==> config.mk <==
export PLATFORM = sky130hd
export DESIGN_NAME = gti_pos
export DESIGN_NICKNAME = d
export VERILOG_FILES = /design/src/rtl/gti_pkg.sv /design/src/rtl/gti_pos.sv
export SDC_FILE = /design/constraint.sdc
export NUM_CORES = 1
export LEC_CHECK = 0
export ABC_AREA = 1
export BUFFER_PORTS_ARGS = -buffer_cell sky130_fd_sc_hd__buf_2
export CORE_MARGIN = 2
export CORE_UTILIZATION = 59
export CTS_BUF_LIST = sky130_fd_sc_hd__clkbuf_4 sky130_fd_sc_hd__clkbuf_8
export CTS_CLUSTER_SIZE = 10
export DETAILED_ROUTE_END_ITERATION = 12
export GPL_TIMING_DRIVEN = 0
export PLACE_DENSITY = 0.79
export SETUP_SLACK_MARGIN = 0.15
export SLEW_MARGIN = 10
export SYNTH_ARGS = -nofsm -noshare
export SYNTH_HDL_FRONTEND = slang
export SYNTH_SLANG_ARGS = --single-unit
==> constraint.sdc <==
create_clock -name clock -period 4.9 [get_ports clock]
set_input_delay 0.245 -clock clock [delete_from_list [all_inputs] [get_ports clock]]
set_output_delay 0.245 -clock clock [all_outputs]
set_load 0.02 [all_outputs]
==> src/rtl/gti_pkg.sv <==
// shared types, constants and helper functions for the trilinear grid table
`default_nettype none

package gti_pkg;

   // grid geometry and weight precision
   localparam int unsigned GRID_POINTS      = 16;
   localparam int unsigned WEIGHT_FRAC_BITS = 12;

   // field widths
   localparam int unsigned EFF_W      = 16;
   localparam int unsigned IDX_W      = 4;
   localparam int unsigned HEAD_VAL_W = 12;
   localparam int unsigned FLOW_VAL_W = 14;
   localparam int unsigned VANE_VAL_W = 11;

   // axis minimum and span, 4 fraction bits
   localparam int unsigned HEAD_BASE = 1280;
   localparam int unsigned HEAD_SPAN = 1280;
   localparam int unsigned FLOW_BASE = 4800;
   localparam int unsigned FLOW_SPAN = 9600;
   localparam int unsigned VANE_BASE = 240;
   localparam int unsigned VANE_SPAN = 1120;

   // grid position: (GRID_POINTS-1) points with WEIGHT_FRAC_BITS fraction bits
   localparam longint unsigned POS_SCALE =
      longint'(GRID_POINTS - 1) << WEIGHT_FRAC_BITS;
   localparam longint unsigned POS_TOP = POS_SCALE - 1;
   localparam int unsigned CORNER_W = (GRID_POINTS > 2) ? $clog2(GRID_POINTS - 1) : 1;
   localparam int unsigned POS_W    = WEIGHT_FRAC_BITS + CORNER_W;
   localparam int unsigned WEIGHT_ONE = 1 << WEIGHT_FRAC_BITS;

   // exact division by span: floor(n / span) = (n * RECIP) >> SHIFT for n < 2^N_W
   localparam int unsigned HEAD_D_W = $clog2(HEAD_SPAN);
   localparam int unsigned HEAD_N_W = $clog2(POS_SCALE * HEAD_SPAN);
   localparam int unsigned HEAD_SHIFT = HEAD_N_W + HEAD_D_W;
   localparam longint unsigned HEAD_RECIP =
      ((64'd1 << HEAD_SHIFT) + HEAD_SPAN - 1) / HEAD_SPAN;
   localparam int unsigned HEAD_R_W = $clog2(HEAD_RECIP + 1);

   localparam int unsigned FLOW_D_W = $clog2(FLOW_SPAN);
   localparam int unsigned FLOW_N_W = $clog2(POS_SCALE * FLOW_SPAN);
   localparam int unsigned FLOW_SHIFT = FLOW_N_W + FLOW_D_W;
   localparam longint unsigned FLOW_RECIP =
      ((64'd1 << FLOW_SHIFT) + FLOW_SPAN - 1) / FLOW_SPAN;
   localparam int unsigned FLOW_R_W = $clog2(FLOW_RECIP + 1);

   localparam int unsigned VANE_D_W = $clog2(VANE_SPAN);
   localparam int unsigned VANE_N_W = $clog2(POS_SCALE * VANE_SPAN);
   localparam int unsigned VANE_SHIFT = VANE_N_W + VANE_D_W;
   localparam longint unsigned VANE_RECIP =
      ((64'd1 << VANE_SHIFT) + VANE_SPAN - 1) / VANE_SPAN;
   localparam int unsigned VANE_R_W = $clog2(VANE_RECIP + 1);

   // table banked by index parity on all three axes: eight corners, eight banks
   localparam int unsigned BANKS      = 8;
   localparam int unsigned HALF       = (GRID_POINTS + 1) / 2;
   localparam int unsigned HALF_W     = (HALF > 1) ? $clog2(HALF) : 1;
   localparam int unsigned BANK_DEPTH = HALF * HALF * HALF;
   localparam int unsigned BANK_AW    = (BANK_DEPTH > 1) ? $clog2(BANK_DEPTH) : 1;

   typedef enum logic {
      CMD_LOAD   = 1'b0,
      CMD_LOOKUP = 1'b1
   } cmd_type;

   typedef logic [EFF_W-1:0]            word_type;
   typedef logic [IDX_W-1:0]            idx_type;
   typedef logic [HEAD_VAL_W-1:0]       head_val_type;
   typedef logic [FLOW_VAL_W-1:0]       flow_val_type;
   typedef logic [VANE_VAL_W-1:0]       vane_val_type;
   typedef logic [HEAD_D_W-1:0]         head_d_type;
   typedef logic [FLOW_D_W-1:0]         flow_d_type;
   typedef logic [VANE_D_W-1:0]         vane_d_type;
   typedef logic [HEAD_N_W-1:0]         head_n_type;
   typedef logic [FLOW_N_W-1:0]         flow_n_type;
   typedef logic [VANE_N_W-1:0]         vane_n_type;
   typedef logic [HEAD_N_W+HEAD_R_W-1:0] head_prod_type;
   typedef logic [FLOW_N_W+FLOW_R_W-1:0] flow_prod_type;
   typedef logic [VANE_N_W+VANE_R_W-1:0] vane_prod_type;
   typedef logic [POS_W-1:0]            pos_type;
   typedef logic [CORNER_W-1:0]         corner_type;
   typedef logic [WEIGHT_FRAC_BITS-1:0] weight_type;
   typedef logic [WEIGHT_FRAC_BITS:0]   weight_comp_type;
   typedef logic [EFF_W+WEIGHT_FRAC_BITS-1:0] blend_sum_type;
   typedef logic [HALF_W-1:0]           half_type;
   typedef logic [BANK_AW-1:0]          bank_addr_type;
   typedef logic [2:0]                  bank_sel_type;
   typedef word_type [BANKS-1:0]        corner_vec_type;

   // one accepted item as it enters the block
   typedef struct packed {
      cmd_type      cmd;
      idx_type      h_idx;
      idx_type      q_idx;
      idx_type      v_idx;
      word_type     entry;
      head_val_type head_value;
      flow_val_type flow_value;
      vane_val_type vane_value;
   } req_item_type;

   // part of an item that rides along the position pipeline
   typedef struct packed {
      cmd_type  cmd;
      idx_type  h_idx;
      idx_type  q_idx;
      idx_type  v_idx;
      word_type entry;
   } tag_type;

   typedef struct packed {
      tag_type tag;
      pos_type pos_h;
      pos_type pos_q;
      pos_type pos_v;
   } pos_item_type;

   typedef struct packed {
      weight_type fh;
      weight_type fq;
      weight_type fv;
   } weights_type;

   // (a * (1 - f) + b * f) >> W; result stays between a and b
   function automatic word_type blend_pair(word_type a, word_type b, weight_type f);
      weight_comp_type g;
      blend_sum_type   pa;
      blend_sum_type   pb;
      blend_sum_type   sum;
      g   = weight_comp_type'(WEIGHT_ONE) - weight_comp_type'(f);
      pa  = a * g;
      pb  = b * f;
      sum = pa + pb;
      return sum[WEIGHT_FRAC_BITS +: EFF_W];
   endfunction

   // half index of the corner with parity p, given the lower corner index
   function automatic half_type half_of(corner_type i0, logic p);
      corner_type h;
      h = corner_type'(i0 >> 1) + corner_type'(i0[0] & ~p);
      return half_type'(h);
   endfunction

   function automatic bank_addr_type bank_addr(half_type h, half_type q, half_type v);
      return bank_addr_type'((int'(h) * HALF + int'(q)) * HALF + int'(v));
   endfunction

endpackage

`default_nettype wire

==> src/rtl/gti_pos.sv <==
// three-stage grid position pipeline: offset, scale, divide by span and clamp
`default_nettype none

module gti_pos (
   input  logic                  clock,
   input  logic                  reset,
   input  logic                  in_valid,
   output logic                  in_ready,
   input  gti_pkg::req_item_type in_item,
   output logic                  out_valid,
   input  logic                  out_ready,
   output gti_pkg::pos_item_type out_item
);

   // stage valids
   logic v1_ff, v1_in;
   logic v2_ff, v2_in;
   logic v3_ff, v3_in;
   logic rdy1, rdy2, rdy3;

   // stage 1: offset from axis minimum, below / above flags
   gti_pkg::tag_type    tag1_ff, tag2_ff;
   gti_pkg::head_d_type d1_h_ff, d1_h_in;
   gti_pkg::flow_d_type d1_q_ff, d1_q_in;
   gti_pkg::vane_d_type d1_v_ff, d1_v_in;
   logic [2:0]          lo1_ff, lo1_in, hi1_ff, hi1_in;

   // stage 2: offset times scale
   gti_pkg::head_n_type n2_h_ff, n2_h_in;
   gti_pkg::flow_n_type n2_q_ff, n2_q_in;
   gti_pkg::vane_n_type n2_v_ff, n2_v_in;
   logic [2:0]          lo2_ff, hi2_ff;

   // stage 3: position after exact reciprocal division and clamp
   gti_pkg::pos_item_type s3_ff, s3_in;
   gti_pkg::head_prod_type prod_h;
   gti_pkg::flow_prod_type prod_q;
   gti_pkg::vane_prod_type prod_v;

   assign rdy3     = !v3_ff || out_ready;
   assign rdy2     = !v2_ff || rdy3;
   assign rdy1     = !v1_ff || rdy2;
   assign in_ready = rdy1;

   assign v1_in = rdy1 ? in_valid : v1_ff;
   assign v2_in = rdy2 ? v1_ff : v2_ff;
   assign v3_in = rdy3 ? v2_ff : v3_ff;

   always_comb begin
      lo1_in[2] = int'(in_item.head_value) <= int'(gti_pkg::HEAD_BASE);
      lo1_in[1] = int'(in_item.flow_value) <= int'(gti_pkg::FLOW_BASE);
      lo1_in[0] = int'(in_item.vane_value) <= int'(gti_pkg::VANE_BASE);
      hi1_in[2] = int'(in_item.head_value) >= int'(gti_pkg::HEAD_BASE + gti_pkg::HEAD_SPAN);
      hi1_in[1] = int'(in_item.flow_value) >= int'(gti_pkg::FLOW_BASE + gti_pkg::FLOW_SPAN);
      hi1_in[0] = int'(in_item.vane_value) >= int'(gti_pkg::VANE_BASE + gti_pkg::VANE_SPAN);
      d1_h_in = gti_pkg::head_d_type'(int'(in_item.head_value) - int'(gti_pkg::HEAD_BASE));
      d1_q_in = gti_pkg::flow_d_type'(int'(in_item.flow_value) - int'(gti_pkg::FLOW_BASE));
      d1_v_in = gti_pkg::vane_d_type'(int'(in_item.vane_value) - int'(gti_pkg::VANE_BASE));
   end

   always_comb begin
      n2_h_in = gti_pkg::head_n_type'(d1_h_ff * gti_pkg::POS_SCALE);
      n2_q_in = gti_pkg::flow_n_type'(d1_q_ff * gti_pkg::POS_SCALE);
      n2_v_in = gti_pkg::vane_n_type'(d1_v_ff * gti_pkg::POS_SCALE);
   end

   always_comb begin
      prod_h = gti_pkg::head_prod_type'(n2_h_ff * gti_pkg::HEAD_RECIP);
      prod_q = gti_pkg::flow_prod_type'(n2_q_ff * gti_pkg::FLOW_RECIP);
      prod_v = gti_pkg::vane_prod_type'(n2_v_ff * gti_pkg::VANE_RECIP);
      s3_in.tag = tag2_ff;
      priority if (lo2_ff[2]) begin
         s3_in.pos_h = '0;
      end else if (hi2_ff[2]) begin
         s3_in.pos_h = gti_pkg::pos_type'(gti_pkg::POS_TOP);
      end else begin
         s3_in.pos_h = gti_pkg::pos_type'(prod_h >> gti_pkg::HEAD_SHIFT);
      end
      priority if (lo2_ff[1]) begin
         s3_in.pos_q = '0;
      end else if (hi2_ff[1]) begin
         s3_in.pos_q = gti_pkg::pos_type'(gti_pkg::POS_TOP);
      end else begin
         s3_in.pos_q = gti_pkg::pos_type'(prod_q >> gti_pkg::FLOW_SHIFT);
      end
      priority if (lo2_ff[0]) begin
         s3_in.pos_v = '0;
      end else if (hi2_ff[0]) begin
         s3_in.pos_v = gti_pkg::pos_type'(gti_pkg::POS_TOP);
      end else begin
         s3_in.pos_v = gti_pkg::pos_type'(prod_v >> gti_pkg::VANE_SHIFT);
      end
   end

   always_ff @(posedge clock) begin
      if (reset) begin
         v1_ff <= 1'b0;
         v2_ff <= 1'b0;
         v3_ff <= 1'b0;
      end else begin
         v1_ff <= v1_in;
         v2_ff <= v2_in;
         v3_ff <= v3_in;
      end
   end

   always_ff @(posedge clock) begin
      if (rdy1 && in_valid) begin
         tag1_ff <= '{cmd: in_item.cmd, h_idx: in_item.h_idx, q_idx: in_item.q_idx,
                      v_idx: in_item.v_idx, entry: in_item.entry};
         d1_h_ff <= d1_h_in;
         d1_q_ff <= d1_q_in;
         d1_v_ff <= d1_v_in;
         lo1_ff  <= lo1_in;
         hi1_ff  <= hi1_in;
      end
      if (rdy2 && v1_ff) begin
         tag2_ff <= tag1_ff;
         n2_h_ff <= n2_h_in;
         n2_q_ff <= n2_q_in;
         n2_v_ff <= n2_v_in;
         lo2_ff  <= lo1_ff;
         hi2_ff  <= hi1_ff;
      end
      if (rdy3 && v2_ff) begin
         s3_ff <= s3_in;
      end
   end

   assign out_valid = v3_ff;
   assign out_item  = s3_ff;

   // a stalled position must hold until taken
   a_hold: assert property (@(posedge clock) disable iff (reset)
      v3_ff && !out_ready |=> v3_ff && $stable(s3_ff))
      else $error("position item changed while stalled");

   // positions never reach the last grid point
   a_top: assert property (@(posedge clock) disable iff (reset)
      v3_ff && s3_ff.tag.cmd == gti_pkg::CMD_LOOKUP |->
         s3_ff.pos_h <= gti_pkg::pos_type'(gti_pkg::POS_TOP) &&
         s3_ff.pos_q <= gti_pkg::pos_type'(gti_pkg::POS_TOP) &&
         s3_ff.pos_v <= gti_pkg::pos_type'(gti_pkg::POS_TOP))
      else $error("grid position beyond clamp");

   // input stalls only when every stage is full and the output is blocked
   a_ready: assert property (@(posedge clock) disable iff (reset)
      !in_ready |-> v1_ff && v2_ff && v3_ff && !out_ready)
      else $error("position pipeline refused an item with room");

endmodule

`default_nettype wire

==> results.txt <==
HP Class -> in2reg
register bit count reported by yosys -> 234
crit-path most repeated cell -> inv_1
TritonCTS buffer count -> 42
Slowest-stage cell, CP -> fa_1
Crit. End Element -> register
height of the die -> 233 um
status -> finished with violations
# setup viols final -> 48
CTS sink count -> 234
GPL Wtd Cong -> 0.985
largest fanout on the critical path -> 4
CTS clock-pin slew for the worst setup and hold paths -> 0.06 ns
H-tree levels -> 2
WHS -> 0.112 ns
Cells after Synth -> 3415
DR vias/cell -> 5.53
highest-count cells in the layout ignoring fill and taps -> inv_1 (781), nand2_1 (436), ha_1 (429)
# port buffers -> 148
placed cell area -> 33400 um^2
share of layout cells above drive strength 1 -> 0.255
worst clock skew -> 0.0801 ns
min Tclk post-route -> 5.40 ns
GRT Total Usage -> 0.316
Seq/Total Area, Yosys -> 0.226
f_max -> 185 MHz
die area -> 54300 um^2
WP data required -> 5.26 ns
Post-Syn Area -> 30900 um^2
Syn. warnings -> 0
Worst Tran Pin Value -> 0.782 ns
Routed Antenna Nets -> 0
Area Growth Syn to Fin -> 25.2%
failing checks -> setup timing
FP Rows -> 83
DRC errors left -> 0
syn_nets -> 4377
Hold Fails Final Rpt -> 0
post-synth cell types -> 48
worst-skew pair later-pin latency -> 0.62 ns
Rel. slew slack -> 0.475
CP Cell Sequence -> buf_4, ha_2, ha_4, inv_1, fa_1, inv_1, fa_1, fa_1, inv_1, fa_1, inv_2, ha_4, a21oi_4, o21ai_2, inv_1, a21oi_1, nor2_1, nand3_2, nand2_1, nand2_1, o21ai_1, inv_1
final period utilization -> 1.10
commonest non-fill, non-tap cell in the layout -> inv_1
syn_area_per_cell -> 9.06 um^2
Core ar. -> 51600 um^2
final setup margin -> -0.498 ns
CTS max path bufs -> 3
vias -> 25200
dpl hpwl -> 65.7 mm
GR Overflow Total -> 0
drt wl/cell -> 19.3 um
slowest cell delay on critical path -> 0.57 ns
CTS tree -> yes
critical path startpoint category -> register
crit path kind -> reg2reg
Setup WS pre-CTS -> -0.861 ns
global-route wire length before repair -> 132 mm
fin nets -> 4807
initial drt markers -> 1908
fin. max-slew vios -> 0
Max-Cap Viols -> 0
initial antenna violation count -> 1
cell area after layout -> 38800 um^2
RSZ-0062 raised after global routing -> yes
Setup TNS -> -15.48 ns
vias in the first global route -> 25400
Worst EP arrival -> 5.76 ns
starting density of the core -> 0.600
CTS Root Cell -> clkbuf_8
routed wire length -> 87.9 mm
Die Wd -> 233 um
I/O pin cnt -> 149
DRT Pass-1 Iters -> 6
largest net degree at the start of global routing -> 63
[cell type report]
class / count / area [um^2]
Multi-Input combinational cell: 2309 / 23700
Fill cell: 3423 / 12900
Sequential cell: 234 / 7000
Inverter: 866 / 3280
Timing Repair Buffer: 386 / 2950
Tap cell: 680 / 851
Clock buffer: 59 / 724
Clock inverter: 16 / 178
Buffer: 6 / 26.3
Antenna cell: 2 / 5.00
[timing repair]
item | CTS | global route
setup endpoints to repair | 48 | 48
gates resized for setup | 296 | 341
hold buffers | 66 | 0
pin swaps | 207 | 251
endpoints found under the hold margin | 66 | 0
buffers inserted | 92 | 75
[per-layer routing]
layer	share of wire	routed length, um	track usage	up-vias
li1	-	-	-	11700
met1	0.40	35300	0.415	12300
met2	0.49	43100	0.536	986
met3	0.066	5770	0.0420	235
met4	0.042	3720	0.116	0
met5	0	0	0	-
[worst max-delay path, delay by kind of cell (launching register included)]
family / cells / cell delay [ns]
AOI/OAI and AO/OA: 4 / 0.51
and+or+nand+nor: 4 / 0.46
DFF: 1 / 0.48
adders and majority gates: 7 / 3.04
buffers and inverters: 7 / 0.69
[Yosys cell counts (all sizes together)]
| library cell | number | area share |
|---|---|---|
| nand2b | 3 | 0.00061 |
| edfxtp | 231 | 0.22 |
| a31oi | 7 | 0.0014 |
| a21boi | 7 | 0.0017 |
| fa | 382 | 0.25 |
| nand2 | 536 | 0.066 |
| ha | 510 | 0.21 |
| and2 | 3 | 0.00061 |
| dfxtp | 3 | 0.0019 |
| o211ai | 3 | 0.00073 |
| o41ai | 1 | 0.00028 |
| o21ai | 111 | 0.018 |
| nand3 | 130 | 0.021 |
| nand4 | 26 | 0.0053 |
| o2111ai | 3 | 0.00085 |
| o31ai | 3 | 0.00073 |
| a21o | 12 | 0.0029 |
| inv | 866 | 0.11 |
| a211oi | 1 | 0.00024 |
| nor4 | 7 | 0.0014 |
| a311oi | 2 | 0.00057 |
| xor2 | 41 | 0.012 |
| o21a | 6 | 0.0015 |
| nor2 | 249 | 0.031 |
| buf | 6 | 0.00085 |
| o2bb2ai | 1 | 0.00028 |
| xnor2 | 21 | 0.0059 |
| or4 | 1 | 0.00024 |
| or2 | 4 | 0.00081 |
| nor3 | 39 | 0.0070 |
| nand3b | 1 | 0.00024 |
| o21bai | 17 | 0.0041 |
| a41oi | 1 | 0.00028 |
| and3 | 1 | 0.00020 |
| a21oi | 180 | 0.029 |
[flip-flops by register name, indices dropped and copies added (netlist names), 11 cells and up]
register  cells
d1_v_ff      11
n2_q_ff      18
s3_in        29
n2_v_ff      15
d1_h_ff      11
n2_h_ff      15
out_item     77
d1_q_ff      14
tag1_ff      29
[cell families after synthesis]
family | after synthesis | share of synthesized area
buffers and inverters | 872 | 0.106
xor gates and xnor gates | 62 | 0.0175
adders and majority gates | 892 | 0.453
AOI/OAI and AO/OA | 355 | 0.0630
DFF | 234 | 0.226
and+or+nand+nor | 1000 | 0.134
[metrics by stage]
step,util,instances
6_report,0.751,4558
5_1_grt,0.751,4557
4_1_cts,0.714,4481
3_5_place_dp,0.648,4248
3_3_place_gp,0.645,4243
2_1_floorplan,-,3415
[path summary, 6_finish.rpt]
check | startpoint | to | slack, ns | depth (start not counted)
max | n2_q_ff[25]$_DFFE_PP_ | out_item[26]$_SDFFCE_PP0P_ | -0.50 | 22
min | in_item[22] | d1_q_ff[11]$_DFFE_PP_ | 0.11 | 3
max reg2reg | n2_q_ff[25]$_DFFE_PP_ | out_item[26]$_SDFFCE_PP0P_ | -0.50 | 22
min reg2reg | s3_in[65]$_DFFE_PP_ | out_item[65]$_DFFE_PP_ | 0.38 | 0
Power is left out: the tool's default activity adds up to more than one toggle a clock period on the data nets, which glitch-free logic cannot reach.
